===== src/hw/rtl/bbhc_pkg.sv =====
// ----------------------------------------------------------------------------
// bbhc_pkg
// Shared types, constants and the CRC-8 step for the bus bridge header codec.
// ----------------------------------------------------------------------------
package bbhc_pkg;

   localparam int HeaderBytes = 12;
   localparam logic [3:0] LastIdx = 4'(HeaderBytes - 1);
   localparam logic [7:0] CrcInit = 8'hFF;
   localparam logic [7:0] CrcPoly = 8'h07;

   localparam logic FuncRequest = 1'b0;
   localparam logic FuncReply   = 1'b1;

   localparam logic KindHeader = 1'b0;
   localparam logic KindStatus = 1'b1;

   typedef enum logic [2:0] {
      ST_OK      = 3'd0,
      ST_ID      = 3'd1,
      ST_CRC     = 3'd2,
      ST_CORRUPT = 3'd3,
      ST_TIMEOUT = 3'd4,
      ST_LENGTH  = 3'd5
   } status_type;

   // One unit of work handed from the front to the back.
   typedef struct packed {
      logic        is_status;
      status_type  status;
      logic [31:0] address;
      logic [31:0] length;
      logic [15:0] mode;
      logic [7:0]  id;
   } job_type;

   typedef struct packed {
      logic full;
      logic not_empty;
   } queue_status_type;

   // CRC-8, poly 0x07, MSB first, one byte.
   function automatic logic [7:0] crc8_step(input logic [7:0] crc, input logic [7:0] data);
      logic [7:0] c;
      c = crc ^ data;
      for (int i = 0; i < 8; i++) begin
         if (c[7]) begin
            c = {c[6:0], 1'b0} ^ CrcPoly;
         end else begin
            c = {c[6:0], 1'b0};
         end
      end
      return c;
   endfunction

endpackage


===== src/hw/rtl/bbhc_front.sv =====
// ----------------------------------------------------------------------------
// bbhc_front
// Accepts request and reply words, tracks the transaction id and checks the
// reply header, queuing one job per request and one per completed reply.
// ----------------------------------------------------------------------------
module bbhc_front (
   input  logic                      clock,
   input  logic                      reset,
   input  logic                      accept,
   input  logic                      func,
   input  logic                      is_write,
   input  logic [15:0]               access_mode,
   input  logic [31:0]               bus_address,
   input  logic [31:0]               byte_count,
   input  logic [7:0]                reply_byte,
   output logic                      push,
   output bbhc_pkg::job_type         push_job
);

   logic [7:0]  trans_id_ff, trans_id_in;
   logic [31:0] pending_len_ff, pending_len_in;
   logic        pending_read_ff, pending_read_in;
   logic [3:0]  reply_count_ff, reply_count_in;
   logic [7:0]  reply_crc_ff, reply_crc_in;
   logic [31:0] reply_len_ff, reply_len_in;
   logic [7:0]  reply_id_ff, reply_id_in;
   logic [7:0]  reply_flags_ff, reply_flags_in;
   bbhc_pkg::status_type check;

   always_comb begin
      if (reply_id_ff != trans_id_ff) begin
         check = bbhc_pkg::ST_ID;
      end else if (reply_crc_ff != reply_byte) begin
         check = bbhc_pkg::ST_CRC;
      end else if (reply_flags_ff[0]) begin
         check = bbhc_pkg::ST_CORRUPT;
      end else if (reply_flags_ff[2]) begin
         check = bbhc_pkg::ST_TIMEOUT;
      end else if (pending_read_ff && (reply_len_ff != pending_len_ff)) begin
         check = bbhc_pkg::ST_LENGTH;
      end else begin
         check = bbhc_pkg::ST_OK;
      end
   end

   always_comb begin
      trans_id_in     = trans_id_ff;
      pending_len_in  = pending_len_ff;
      pending_read_in = pending_read_ff;
      reply_count_in  = reply_count_ff;
      reply_crc_in    = reply_crc_ff;
      reply_len_in    = reply_len_ff;
      reply_id_in     = reply_id_ff;
      reply_flags_in  = reply_flags_ff;
      push            = 1'b0;
      push_job.is_status = 1'b0;
      push_job.status    = bbhc_pkg::ST_OK;
      push_job.address   = bus_address;
      push_job.length    = byte_count;
      push_job.mode      = {access_mode[15] | is_write, access_mode[14:0]};
      push_job.id        = trans_id_ff;
      if (accept && (func == bbhc_pkg::FuncRequest)) begin
         // new request drops any partial reply
         push            = 1'b1;
         pending_len_in  = byte_count;
         pending_read_in = ~is_write;
         reply_count_in  = '0;
         reply_crc_in    = bbhc_pkg::CrcInit;
      end else if (accept) begin
         if (reply_count_ff != bbhc_pkg::LastIdx) begin
            reply_crc_in   = bbhc_pkg::crc8_step(reply_crc_ff, reply_byte);
            reply_count_in = reply_count_ff + 4'd1;
         end
         if (reply_count_ff inside {[4'd4:4'd7]}) begin
            reply_len_in = {reply_len_ff[23:0], reply_byte};
         end
         if (reply_count_ff == 4'd9) begin
            reply_flags_in = reply_byte;
         end
         if (reply_count_ff == 4'd10) begin
            reply_id_in = reply_byte;
         end
         if (reply_count_ff == bbhc_pkg::LastIdx) begin
            push               = 1'b1;
            push_job.is_status = 1'b1;
            push_job.status    = check;
            reply_count_in     = '0;
            reply_crc_in       = bbhc_pkg::CrcInit;
            if (check == bbhc_pkg::ST_OK) begin
               trans_id_in = trans_id_ff + 8'd1;
            end
         end
      end
   end

   always_ff @(posedge clock) begin
      if (reset) begin
         trans_id_ff     <= '0;
         pending_len_ff  <= '0;
         pending_read_ff <= 1'b0;
         reply_count_ff  <= '0;
         reply_crc_ff    <= bbhc_pkg::CrcInit;
      end else begin
         trans_id_ff     <= trans_id_in;
         pending_len_ff  <= pending_len_in;
         pending_read_ff <= pending_read_in;
         reply_count_ff  <= reply_count_in;
         reply_crc_ff    <= reply_crc_in;
      end
   end

   always_ff @(posedge clock) begin
      reply_len_ff   <= reply_len_in;
      reply_id_ff    <= reply_id_in;
      reply_flags_ff <= reply_flags_in;
   end

   a_count_range: assert property (@(posedge clock) disable iff (reset)
      reply_count_ff <= bbhc_pkg::LastIdx)
      else $error("reply byte count out of range");

endmodule


===== src/hw/rtl/bbhc_queue.sv =====
// ----------------------------------------------------------------------------
// bbhc_queue
// Short job queue between the front and the back.
// ----------------------------------------------------------------------------
module bbhc_queue #(
   parameter int DEPTH = 4
) (
   input  logic                       clock,
   input  logic                       reset,
   input  logic                       push,
   input  bbhc_pkg::job_type          push_job,
   input  logic                       pop,
   output bbhc_pkg::job_type          head_job,
   output bbhc_pkg::queue_status_type stat
);

   localparam int IdxW = (DEPTH > 1) ? $clog2(DEPTH) : 1;
   localparam int CntW = $clog2(DEPTH + 1);

   bbhc_pkg::job_type entries_ff [DEPTH];
   logic [IdxW-1:0] wr_ptr_ff, wr_ptr_in;
   logic [IdxW-1:0] rd_ptr_ff, rd_ptr_in;
   logic [CntW-1:0] count_ff, count_in;

   assign stat.full      = (count_ff == CntW'(DEPTH));
   assign stat.not_empty = (count_ff != '0);
   assign head_job       = entries_ff[rd_ptr_ff];

   always_comb begin
      wr_ptr_in = wr_ptr_ff;
      rd_ptr_in = rd_ptr_ff;
      count_in  = count_ff;
      if (push) begin
         wr_ptr_in = (wr_ptr_ff == IdxW'(DEPTH - 1)) ? '0 : wr_ptr_ff + 1'b1;
      end
      if (pop) begin
         rd_ptr_in = (rd_ptr_ff == IdxW'(DEPTH - 1)) ? '0 : rd_ptr_ff + 1'b1;
      end
      if (push && !pop) begin
         count_in = count_ff + 1'b1;
      end else if (pop && !push) begin
         count_in = count_ff - 1'b1;
      end
   end

   always_ff @(posedge clock) begin
      if (reset) begin
         wr_ptr_ff <= '0;
         rd_ptr_ff <= '0;
         count_ff  <= '0;
      end else begin
         wr_ptr_ff <= wr_ptr_in;
         rd_ptr_ff <= rd_ptr_in;
         count_ff  <= count_in;
      end
   end

   always_ff @(posedge clock) begin
      if (push) begin
         entries_ff[wr_ptr_ff] <= push_job;
      end
   end

   a_no_overflow: assert property (@(posedge clock) disable iff (reset)
      push |-> (!stat.full || pop))
      else $error("job queue overflow");

   a_no_underflow: assert property (@(posedge clock) disable iff (reset)
      pop |-> stat.not_empty)
      else $error("job queue underflow");

endmodule


===== src/hw/rtl/bbhc_back.sv =====
// ----------------------------------------------------------------------------
// bbhc_back
// Expands queued jobs into result words: twelve header bytes with a running
// CRC-8 for a request, one status word for a checked reply.
// ----------------------------------------------------------------------------
module bbhc_back (
   input  logic                       clock,
   input  logic                       reset,
   input  bbhc_pkg::job_type          head_job,
   input  bbhc_pkg::queue_status_type stat,
   output logic                       q_pop,
   input  logic                       rsp_pop,
   output logic                       rsp_empty,
   output logic                       rsp_out_kind,
   output logic [7:0]                 rsp_out_byte,
   output logic                       rsp_last,
   output logic [2:0]                 rsp_status
);

   logic              busy_ff, busy_in;
   logic [3:0]        idx_ff, idx_in;
   logic [7:0]        crc_ff, crc_in;
   bbhc_pkg::job_type job_ff, job_in;
   logic              valid_ff, valid_in;
   logic              kind_ff, kind_in;
   logic [7:0]        byte_ff, byte_in;
   logic              last_ff, last_in;
   logic [2:0]        status_ff, status_in;

   bbhc_pkg::job_type cur_job;
   logic [3:0]        cur_idx;
   logic [7:0]        cur_crc;
   logic [7:0]        field_byte;
   logic              out_ready;
   logic              fire;

   assign out_ready = !valid_ff || rsp_pop;
   assign cur_job   = busy_ff ? job_ff : head_job;
   assign cur_idx   = busy_ff ? idx_ff : 4'd0;
   assign cur_crc   = busy_ff ? crc_ff : bbhc_pkg::CrcInit;
   assign fire      = (busy_ff || stat.not_empty) && out_ready;
   assign q_pop     = fire && !busy_ff;

   always_comb begin
      case (cur_idx)
         4'd0:    field_byte = cur_job.address[31:24];
         4'd1:    field_byte = cur_job.address[23:16];
         4'd2:    field_byte = cur_job.address[15:8];
         4'd3:    field_byte = cur_job.address[7:0];
         4'd4:    field_byte = cur_job.length[31:24];
         4'd5:    field_byte = cur_job.length[23:16];
         4'd6:    field_byte = cur_job.length[15:8];
         4'd7:    field_byte = cur_job.length[7:0];
         4'd8:    field_byte = cur_job.mode[15:8];
         4'd9:    field_byte = cur_job.mode[7:0];
         4'd10:   field_byte = cur_job.id;
         default: field_byte = cur_crc;
      endcase
   end

   always_comb begin
      busy_in   = busy_ff;
      idx_in    = idx_ff;
      crc_in    = crc_ff;
      job_in    = job_ff;
      kind_in   = kind_ff;
      byte_in   = byte_ff;
      last_in   = last_ff;
      status_in = status_ff;
      valid_in  = rsp_pop ? 1'b0 : valid_ff;
      if (fire) begin
         valid_in = 1'b1;
         if (cur_job.is_status) begin
            kind_in   = bbhc_pkg::KindStatus;
            byte_in   = '0;
            last_in   = 1'b0;
            status_in = cur_job.status;
         end else begin
            kind_in   = bbhc_pkg::KindHeader;
            byte_in   = field_byte;
            status_in = bbhc_pkg::ST_OK;
            last_in   = (cur_idx == bbhc_pkg::LastIdx);
            crc_in    = bbhc_pkg::crc8_step(cur_crc, field_byte);
            job_in    = cur_job;
            idx_in    = cur_idx + 4'd1;
            busy_in   = (cur_idx != bbhc_pkg::LastIdx);
         end
      end
   end

   always_ff @(posedge clock) begin
      if (reset) begin
         busy_ff  <= 1'b0;
         valid_ff <= 1'b0;
      end else begin
         busy_ff  <= busy_in;
         valid_ff <= valid_in;
      end
   end

   always_ff @(posedge clock) begin
      idx_ff    <= idx_in;
      crc_ff    <= crc_in;
      job_ff    <= job_in;
      kind_ff   <= kind_in;
      byte_ff   <= byte_in;
      last_ff   <= last_in;
      status_ff <= status_in;
   end

   assign rsp_empty    = !valid_ff;
   assign rsp_out_kind = kind_ff;
   assign rsp_out_byte = byte_ff;
   assign rsp_last     = last_ff;
   assign rsp_status   = status_ff;

   a_idx_range: assert property (@(posedge clock) disable iff (reset)
      busy_ff |-> (idx_ff != 4'd0) && (idx_ff <= bbhc_pkg::LastIdx))
      else $error("header byte index out of range while busy");

   a_start_header: assert property (@(posedge clock) disable iff (reset)
      (q_pop && !head_job.is_status) |=> busy_ff && (idx_ff == 4'd1))
      else $error("request job did not start header expansion");

   a_hold_busy: assert property (@(posedge clock) disable iff (reset)
      (busy_ff && !out_ready) |=> busy_ff && $stable(idx_ff))
      else $error("header expansion advanced while output stalled");

endmodule


===== src/hw/rtl/bus_bridge_header_codec_core.sv =====
// ----------------------------------------------------------------------------
// bus_bridge_header_codec_core
// Host-side request/reply header engine: builds CRC-8 protected request
// headers and checks reply headers for a bus-over-Ethernet bridge.
// ----------------------------------------------------------------------------
//  channel   ports                              accepted when
//  request   req_push / req_full, req_* fields  req_push && !req_full
//  result    rsp_empty / rsp_pop, rsp_* fields  rsp_pop && !rsp_empty
//
//  The twelfth reply word queues a status word.
//  A request occupies the back end for twelve header bytes, one header byte
//  per cycle unless the result output is stalled.
//  req_full rises only when the job queue (QUEUE_DEPTH jobs) is full.
//  Synchronous reset: id 0, no pending read, reply count 0, queue empty.
//  A stalled rsp_pop holds the back end; the front takes words until req_full.
// ----------------------------------------------------------------------------
module bus_bridge_header_codec_core #(
   parameter int QUEUE_DEPTH = 4
) (
   input  logic        clock,
   input  logic        reset,
   input  logic        req_push,
   output logic        req_full,
   input  logic        req_func,
   input  logic        req_is_write,
   input  logic [15:0] req_access_mode,
   input  logic [31:0] req_bus_address,
   input  logic [31:0] req_byte_count,
   input  logic [7:0]  req_reply_byte,
   output logic        rsp_empty,
   input  logic        rsp_pop,
   output logic        rsp_out_kind,
   output logic [7:0]  rsp_out_byte,
   output logic        rsp_last,
   output logic [2:0]  rsp_status
);

   logic                       accept;
   logic                       push;
   bbhc_pkg::job_type          push_job;
   logic                       q_pop;
   bbhc_pkg::job_type          head_job;
   bbhc_pkg::queue_status_type q_stat;

   assign req_full = q_stat.full;
   assign accept   = req_push && !q_stat.full;

   bbhc_front u_front (
      .clock       (clock),
      .reset       (reset),
      .accept      (accept),
      .func        (req_func),
      .is_write    (req_is_write),
      .access_mode (req_access_mode),
      .bus_address (req_bus_address),
      .byte_count  (req_byte_count),
      .reply_byte  (req_reply_byte),
      .push        (push),
      .push_job    (push_job)
   );

   bbhc_queue #(
      .DEPTH (QUEUE_DEPTH)
   ) u_queue (
      .clock    (clock),
      .reset    (reset),
      .push     (push),
      .push_job (push_job),
      .pop      (q_pop),
      .head_job (head_job),
      .stat     (q_stat)
   );

   bbhc_back u_back (
      .clock        (clock),
      .reset        (reset),
      .head_job     (head_job),
      .stat         (q_stat),
      .q_pop        (q_pop),
      .rsp_pop      (rsp_pop),
      .rsp_empty    (rsp_empty),
      .rsp_out_kind (rsp_out_kind),
      .rsp_out_byte (rsp_out_byte),
      .rsp_last     (rsp_last),
      .rsp_status   (rsp_status)
   );

endmodule

===== config.mk =====
export PLATFORM = sky130hd
export DESIGN_NAME = bus_bridge_header_codec_core
export DESIGN_NICKNAME = d
export VERILOG_FILES = /design/src/hw/rtl/bbhc_pkg.sv /design/src/hw/rtl/bbhc_front.sv /design/src/hw/rtl/bbhc_queue.sv /design/src/hw/rtl/bbhc_back.sv /design/src/hw/rtl/bus_bridge_header_codec_core.sv
export SDC_FILE = /design/constraint.sdc
export NUM_CORES = 1
export LEC_CHECK = 0
export ABC_CLOCK_PERIOD_IN_PS = 12850
export BUFFER_PORTS_ARGS = -buffer_cell sky130_fd_sc_hd__buf_4
export CAP_MARGIN = 25
export CORE_MARGIN = 2
export CORE_UTILIZATION = 50
export CTS_CLUSTER_SIZE = 30
export DETAILED_ROUTE_END_ITERATION = 6
export GPL_ROUTABILITY_DRIVEN = 0
export PLACE_DENSITY = 0.67
export SYNTH_ARGS = -nofsm -noshare
export SYNTH_HDL_FRONTEND = slang
export SYNTH_SLANG_ARGS = --single-unit
export TNS_END_PERCENT = 100

===== constraint.sdc =====
create_clock -name clock -period 12.85 [get_ports clock]
set_input_delay 1.9275 -clock clock [delete_from_list [all_inputs] [get_ports clock]]
set_output_delay 1.9275 -clock clock [all_outputs]
set_load 0.005 [all_outputs]

==> out/qor.csv, run 1 <==
stage,metric,value,unit
logic_synthesis,synthDistinctLibCells,66,
logic_synthesis,synth_nets,1631,
clock_tree,cts_tree,done,
setup_path,crit_cells,10,
setup_path,end_kind,flip-flop,
setup_path,arrival,4790,ps
clock_tree,cts_sinks,587,
logic_synthesis,synthFlopType,edfxtp_1,
setup_path,path_delay_family,buffers and inverters,
power,p_per_area,234.7,nW/um^2
place,hpwl,31160,um
power,total_power,6.337,mW
timing,clock.fmax,224.4,MHz
global_route,grt_pass1_vias,13030,
floorplan,io_pins,109,
drt,drt-total-wl,49310,um
timing,setup_viol,0,
drt,via_count,12850,
logic_synthesis,synth_edf_count,523,
cells_and_area,final_cell_mix,"edfxtp_1 (523), nand2_1 (313), buf_4 (126)",
timing,rsz0062_at_grt,no,
logic_synthesis,yosysTopAreaCellShare,66.19,%
clock_tree,htree_levels,2,
timing,worstMarginPinSlew,993.9,ps
setup_path,endpoint,u_back.crc_ff[4]$_DFFE_PP_,
global_route,grtUsageTotal,20.35,%
global_route,grt_pass1_wl,76520,um
cells_and_area,layout_commonest_cell,edfxtp_1,
timing,fin_setup_tns,0,ps
worst_hold_path,hold_class,reg -> reg,
timing,min_period,4457,ps
clock_tree,clk_path_buf_depth,3,
drt,vias_per_cell,5.614,
setup_path,worst_path_largest_cell_delay,850,ps
logic_synthesis,async_reset_ff_share,0,%
logic_synthesis,synth.area.top_cells,"edfxtp_1 (66%), mux4_2 (8.0%), dfxtp_1 (5.4%)",
power,p_leak,9.344,nW
setup_path,cp_slowest_cell,dfxtp_4,
clock_tree,cts-root-buf,clkbuf_16,
timing,fin_worst_skew,24.41,ps
status,status,completed,
floorplan,fp.coreArea,46650,sq um
setup_path,worst-path-buf-inv,2,
clock_tree,cts-buffers-inserted,57,
drt,drc,0,
logic_synthesis,synth_area,23730,sq um
logic_synthesis,ys.warnings.count,0,
logic_synthesis,syn_avg_cell_area,15.62,sq um
timing,fin_crit_sh,34.68,%
logic_synthesis,yosys_register_bits,587,
drt,first_pass_iters,5,
cells_and_area,nets,1745,
floorplan,initial_core_util,50.86,%
drt,wl_per_cell,21.55,um
global_route,grt_max_degree,81,
logic_synthesis,synth_largest_area_cell,edfxtp_1,
power,peakVddDrop,0.1910,mV
timing,slew_headroom,33.13,%
global_route,gr-total-overflow,0,
timing,slew_viol_final,0,
timing,hold_viol,0,
setup_path,worstRegToRegCells,10,
logic_synthesis,syn_inst,1519,
clock_tree,cts-hold-fix-buffers,0,
cells_and_area,area_growth,13.82,%
setup_path,cp.required,13180,ps
run,drv_cap,0,
logic_synthesis,ys_seq_area_share,71.59,%
clock_tree,post_cts_resized,0,
setup_path,worstReg2RegEnd,u_back.crc_ff[4]$_DFFE_PP_,
clock_tree,clkTransAtPathRegs,60,ps
clock_tree,clock_latency,610,ps
global_route,antenna_found_initial,0,
setup_path,reg2reg_slack,8390,ps
clock_tree,cts_setup_buffers,0,
place,portBuffers,108,
floorplan,fp.dieW,221.8,um
floorplan,row_count,79,
drt,drt_iter0_drc,1152,
setup_path,path_max_fanout,44,
setup_path,path_cells,buf_4 -> buf_4 -> mux4_2 -> nand2_1 -> nand2_1 -> a22oi_1 -> o21bai_1 -> mux2i_1 -> o31ai_1 -> xnor2_1,
floorplan,dieArea,49210,sq um
setup_path,critPathLaunchType,flip-flop,
drt,postRouteAntennaNets,0,
floorplan,chipHeight,221.8,um
cells_and_area,drive_above_1_share,19.76,%
setup_path,crit_type,reg -> reg,
[power breakdown]
part	switching (mW)	internal, mW
Clock	0.684	0.953
Combinational	1.11	0.844
Sequential	0.210	2.53
Total	2.01	4.33
[worst reg2reg max path, cell delays in order, from the launching register on]
cell and delay (ps):
dfxtp_4 850, buf_4 860, buf_4 580, mux4_2 580, nand2_1 80, nand2_1 70
a22oi_1 230, o21bai_1 200, mux2i_1 170, o31ai_1 440, xnor2_1 130
[kinds of logic (layout without fill, tap and decap cells)]
logic type               after synthesis  count (layout)  share of synthesized area [%]
AO/OA/AOI/OAI                        152             152                          4.498
XOR/XNOR                              96              96                          3.544
buffers and inverters                 89             250                          1.724
flip-flops                           587             587                          71.59
AND/OR/NAND/NOR                      465             465                          8.390
multiplexers                         112             112                          9.275
other                                  0               1                              0
adder cells (fa/ha/maj)               18              18                         0.9808
[per-stage QoR]
stage / setup WS, ps / hold WS (ps) / cell area [sq um] / cells / util, %
final: 8393 / 466.3 / 27010 / 2288 / 57.88
after global routing: 7941 / 479.2 / 27000 / 2287 / 57.88
after CTS: 8144 / 467.0 / 26980 / 2286 / 57.82
after detailed placement: 8180 / 458.6 / 25130 / 2180 / 53.86
after global placement: 8192 / 450.1 / 25130 / 2180 / 53.86
after floorplan: 3349 / 445.3 / 23730 / 1519 / -
[flip-flops by register name, summed over array words and instances (netlist names), named ones only]
register	count
u_front.reply_flags_ff	2
u_back.rsp_last	1
u_queue.count_ff	3
u_front.pending_read_ff	1
u_front.reply_len_ff	32
u_front.trans_id_ff	8
u_back.rsp_status	3
u_queue.rd_ptr_ff	2
u_front.reply_crc_ff	8
u_back.busy_ff	1
u_back.valid_ff	1
u_queue.wr_ptr_ff	2
u_back.rsp_out_byte	8
u_front.pending_len_ff	32
u_front.reply_count_ff	4
u_back.rsp_out_kind	1
u_back.job_ff	88
u_front.reply_id_ff	8
u_queue.entries_ff	368
u_back.idx_ff	4
u_back.crc_ff	8
[worst min-delay path by stage]
stage / start / end / slack [ps] / depth (start not counted)
2_1_floorplan: u_back.valid_ff$_SDFFE_PP0P_ / u_back.valid_ff$_SDFFE_PP0P_ / 450 / 2
3_3_place_gp: u_front.reply_len_ff[12]$_DFFE_PP_ / u_front.reply_len_ff[20]$_DFFE_PP_ / 450 / 0
3_5_place_dp: u_front.pending_len_ff[23]$_SDFFE_PP0P_ / u_front.pending_len_ff[23]$_SDFFE_PP0P_ / 460 / 2
4_1_cts: u_front.pending_len_ff[23]$_SDFFE_PP0P_ / u_front.pending_len_ff[23]$_SDFFE_PP0P_ / 470 / 2
5_1_grt: u_front.reply_len_ff[6]$_DFFE_PP_ / u_front.reply_len_ff[14]$_DFFE_PP_ / 480 / 0
6_report: u_front.pending_len_ff[23]$_SDFFE_PP0P_ / u_front.pending_len_ff[23]$_SDFFE_PP0P_ / 470 / 2
[area by class of cell]
| class | count | area (sq um) |
|---|---|---|
| flip-flops and latches | 587 | 17000 |
| well taps | 607 | 759.5 |
| inverters | 17 | 65.06 |
| diodes | 1 | 2.502 |
| fillers | 3622 | 19650 |
| clock inverters | 29 | 284.0 |
| clock buffers | 77 | 1564 |
| multi-input cells | 843 | 6360 |
| repair buffers | 127 | 973.4 |
[cells in the mapped netlist, types with 5 or more instances]
library cell	count
and2_1	10
edfxtp_1	523
buf_2	9
nand2_1	313
mux2i_1	11
and3_1	7
a22oi_1	26
o21ai_0	18
mux2_2	13
mux4_2	84
nor4_1	10
nor2_1	55
xor2_1	53
nand4_1	13
inv_1	16
buf_6	8
dfxtp_1	64
nor2b_1	10
o22ai_1	10
clkbuf_1	40
nor3_1	12
xnor2_1	43
a21oi_1	45
or3_1	5
ha_1	17
nand3_1	15
buf_1	14
a211oi_1	5
[routing by layer]
| layer | global-route usage (%) | vias up | wire length (um) |
|---|---|---|---|
| met1 | 28.38 | 6486 | 21280 |
| met5 | 0 | - | 0 |
| met3 | 3.485 | 77 | 2739 |
| li1 | - | 5948 | - |
| met2 | 32.92 | 334 | 23870 |
| met4 | 6.539 | 0 | 1416 |
No activity file was read; power rests on OpenSTA's default activity.
==> run 2: changes to the inputs <==
- ABC_CLOCK_PERIOD_IN_PS: 12850 -> 4570
- clock period: 12.85 -> 4.57 ns (I/O delays scaled with it)
==> run 2 against run 1 <==
Against the previous run: sequential power rose to 2.8 times the previous value; cell count increased by 0.70%; hold slack lost 210 ps; die area did not move; via count rose by 1.1%; clock power grew to 2.9 times the previous value; cell area up 0.70%; count of clock-buffer cells in the layout decreased by 1; setup slack lost 7800 ps; first-iteration DRC count down 5.3%; utilization grew 0.40 points; sequential share of layout area down 0.44 points; critical path type unchanged; highest routed layer unchanged.
==> out/qor.csv, run 2 (synthesis results as in run 1) <==
stage,metric,value,unit,change
timing,fin_setup_tns,0,ps,unchanged
floorplan,dieArea,49210,sq um,unchanged
place,hpwl,32250,um,+3.5%
global_route,gr-total-overflow,0,,unchanged
clock_tree,htree_levels,2,,unchanged
worst_hold_path,min_to,u_front.pending_read_ff$_SDFFE_PP0P_,,
clock_tree,cts-buffers-inserted,58,,+1.8%
setup_path,worst-path-buf-inv,1,,-1
drt,vias_per_cell,5.637,,+0.41%
run,drv_cap,0,,unchanged
drt,postRouteAntennaNets,0,,unchanged
cells_and_area,drive_above_1_share,20.68,%,+0.92 points
clock_tree,cts_setup_buffers,0,,unchanged
setup_path,cp_slowest_cell,ha_1,,
power,peakVddDrop,0.3336,mV,+75%
timing,worstMarginPinSlew,928.1,ps,-65.79 ps
global_route,grtUsageTotal,20.64,%,+0.29 points
timing,clock.fmax,254.4,MHz,+13%
worst_hold_path,hp-start,req_is_write,,
setup_path,critPathLaunchType,flip-flop,,
power,p_leak,9.442,nW,+1.0%
drt,via_count,12990,,+1.1%
worst_hold_path,holdPathStages,2,,unchanged
floorplan,fp.dieW,221.8,um,unchanged
floorplan,chipHeight,221.8,um,unchanged
floorplan,initial_core_util,50.86,%,unchanged
cells_and_area,largest-register,u_queue.entries_ff,,
setup_path,path_max_fanout,17,,-61%
timing,hold_viol,0,,unchanged
timing,rsz0062_at_grt,no,,
floorplan,fp.coreArea,46650,sq um,unchanged
worst_hold_path,hold_class,in -> reg,,
timing,whs,251.9,ps,-214.4 ps
timing,min_period,3931,ps,-525.9 ps
cells_and_area,top_regs,"u_queue.entries_ff x368, u_back.job_ff x88",,
cells_and_area,largest_reg_flops,368,,unchanged
drt,drt_iter0_drc,1091,,-5.3%
cells_and_area,antenna_cells,0,,-1
status,status,completed,,
cells_and_area,final_cell_mix,"edfxtp_1 (523), nand2_1 (312), buf_4 (136)",,
drt,first_pass_iters,7,,+2
drt,wl_per_cell,21.79,um,+1.1%
global_route,grt_max_degree,93,,+15%
place,portBuffers,108,,unchanged
timing,fin_worst_skew,12.35,ps,-12.06 ps
setup_path,end_kind,flip-flop,,
setup_path,cp.required,4930,ps,-8250 ps
cells_and_area,nets,1760,,+0.86%
floorplan,row_count,79,,unchanged
timing,setup_viol,0,,unchanged
setup_path,crit_top_cell,xnor2_1,,
drt,drc,0,,unchanged
setup_path,path_delay_family,compound AO/OA/AOI/OAI gates,,
setup_path,worst_path_largest_cell_delay,620,ps,-230 ps
floorplan,io_pins,109,,unchanged
cells_and_area,layout_commonest_cell,edfxtp_1,,
setup_path,worstRegToRegCells,13,,+3
timing,slew_headroom,37.56,%,+4.4 points
setup_path,worstReg2RegEnd,u_back.crc_ff[7]$_DFFE_PP_,,
drt,drt-total-wl,50210,um,+1.8%
setup_path,path_cells,nand2_1 -> inv_1 -> ha_1 -> nor3_1 -> o22ai_2 -> o21ai_0 -> nor2_1 -> nand3_1 -> xnor2_1 -> o2bb2ai_2 -> xnor2_1 -> o2bb2ai_1 -> a221o_1,,
clock_tree,post_cts_resized,0,,unchanged
clock_tree,cts-root-buf,clkbuf_16,,
clock_tree,cts-hold-fix-buffers,0,,unchanged
timing,setup_slack,639.2,ps,-7754 ps
timing,fin_crit_sh,86.01,%,+51 points
cells_and_area,area_growth,14.61,%,
setup_path,arrival,4290,ps,-500 ps
clock_tree,cts_sinks,587,,unchanged
power,p_per_area,661.4,nW/um^2,+180%
place,dp_slack,708.3,ps,-7471 ps
global_route,grt_pass1_vias,13100,,+0.55%
clock_tree,clk_path_buf_depth,3,,unchanged
cells_and_area,fillCellCount,3651,,+0.80%
setup_path,crit-reg2reg-launch,u_back.busy_ff$_SDFFE_PP0P_,,
clock_tree,clock_latency,610,ps,about the same
setup_path,crit_type,reg -> reg,,
setup_path,reg2reg_slack,640,ps,-7750 ps
timing,slew_viol_final,0,,unchanged
global_route,antenna_found_initial,0,,unchanged
global_route,grt_pass1_wl,77600,um,+1.4%
clock_tree,clkTransAtPathRegs,60,ps,about the same
clock_tree,cts_tree,done,,
run 2: cell types whose count changed in the layout (fill, tap and decap cells not counted), sizes merged:
cell	change
buf	+14
clkinvlp	+2
clkbuf	-1
clkinv	+1
diode	-1
inv	+1
run 2: cell type report:
class	count	area (sq um)	share of cell area [%]
clock buffers	76	1580	5.811
multi-input cells	843	6364	23.40
inverters	17	65.06	0.2392
repair buffers	141	1121	4.122
flip-flops and latches	587	17000	62.50
clock inverters	33	307.8	1.132
well taps	607	759.5	2.793
run 2: layer usage:
layer	global-route usage, %	vias to the layer above	routed length [um]
met3	3.260	72	3051
met4	6.561	0	1185
met2	33.32	418	24300
li1	-	5973	-
met5	0	-	0
met1	29.06	6525	21670
run 2: worst max path at each step:
stage / cells past startpoint / endpoint / slack, ps / start
3_3_place_gp: 13 / u_back.crc_ff[7]$_DFFE_PP_ / 830 / u_back.busy_ff$_SDFFE_PP0P_
4_1_cts: 13 / u_back.crc_ff[1]$_DFFE_PP_ / 710 / u_back.busy_ff$_SDFFE_PP0P_
3_5_place_dp: 13 / u_back.crc_ff[2]$_DFFE_PP_ / 710 / u_back.busy_ff$_SDFFE_PP0P_
6_report: 13 / u_back.crc_ff[7]$_DFFE_PP_ / 640 / u_back.busy_ff$_SDFFE_PP0P_
2_1_floorplan: 8 / u_back.crc_ff[0]$_SDFFCE_PP0P_ / 20 / flip-flop
5_1_grt: 13 / u_back.crc_ff[1]$_DFFE_PP_ / 360 / u_back.busy_ff$_SDFFE_PP0P_
run 2: report_power, final:
| group | internal (mW) | switching, mW |
|---|---|---|
| Combinational | 2.43 | 3.25 |
| Sequential | 7.12 | 0.502 |
| Clock | 2.72 | 1.97 |
run 2: through the flow:
step                util [%]  power [mW]  instances  cell area (sq um)
finish                 58.29       17.99       2304              27190
global route           58.29       18.93       2304              27190
CTS                    58.27       18.12       2303              27190
detailed placement     54.23       13.44       2194              25300
global placement       54.23       13.32       2194              25300
floorplan                  -       11.84       1519              23740
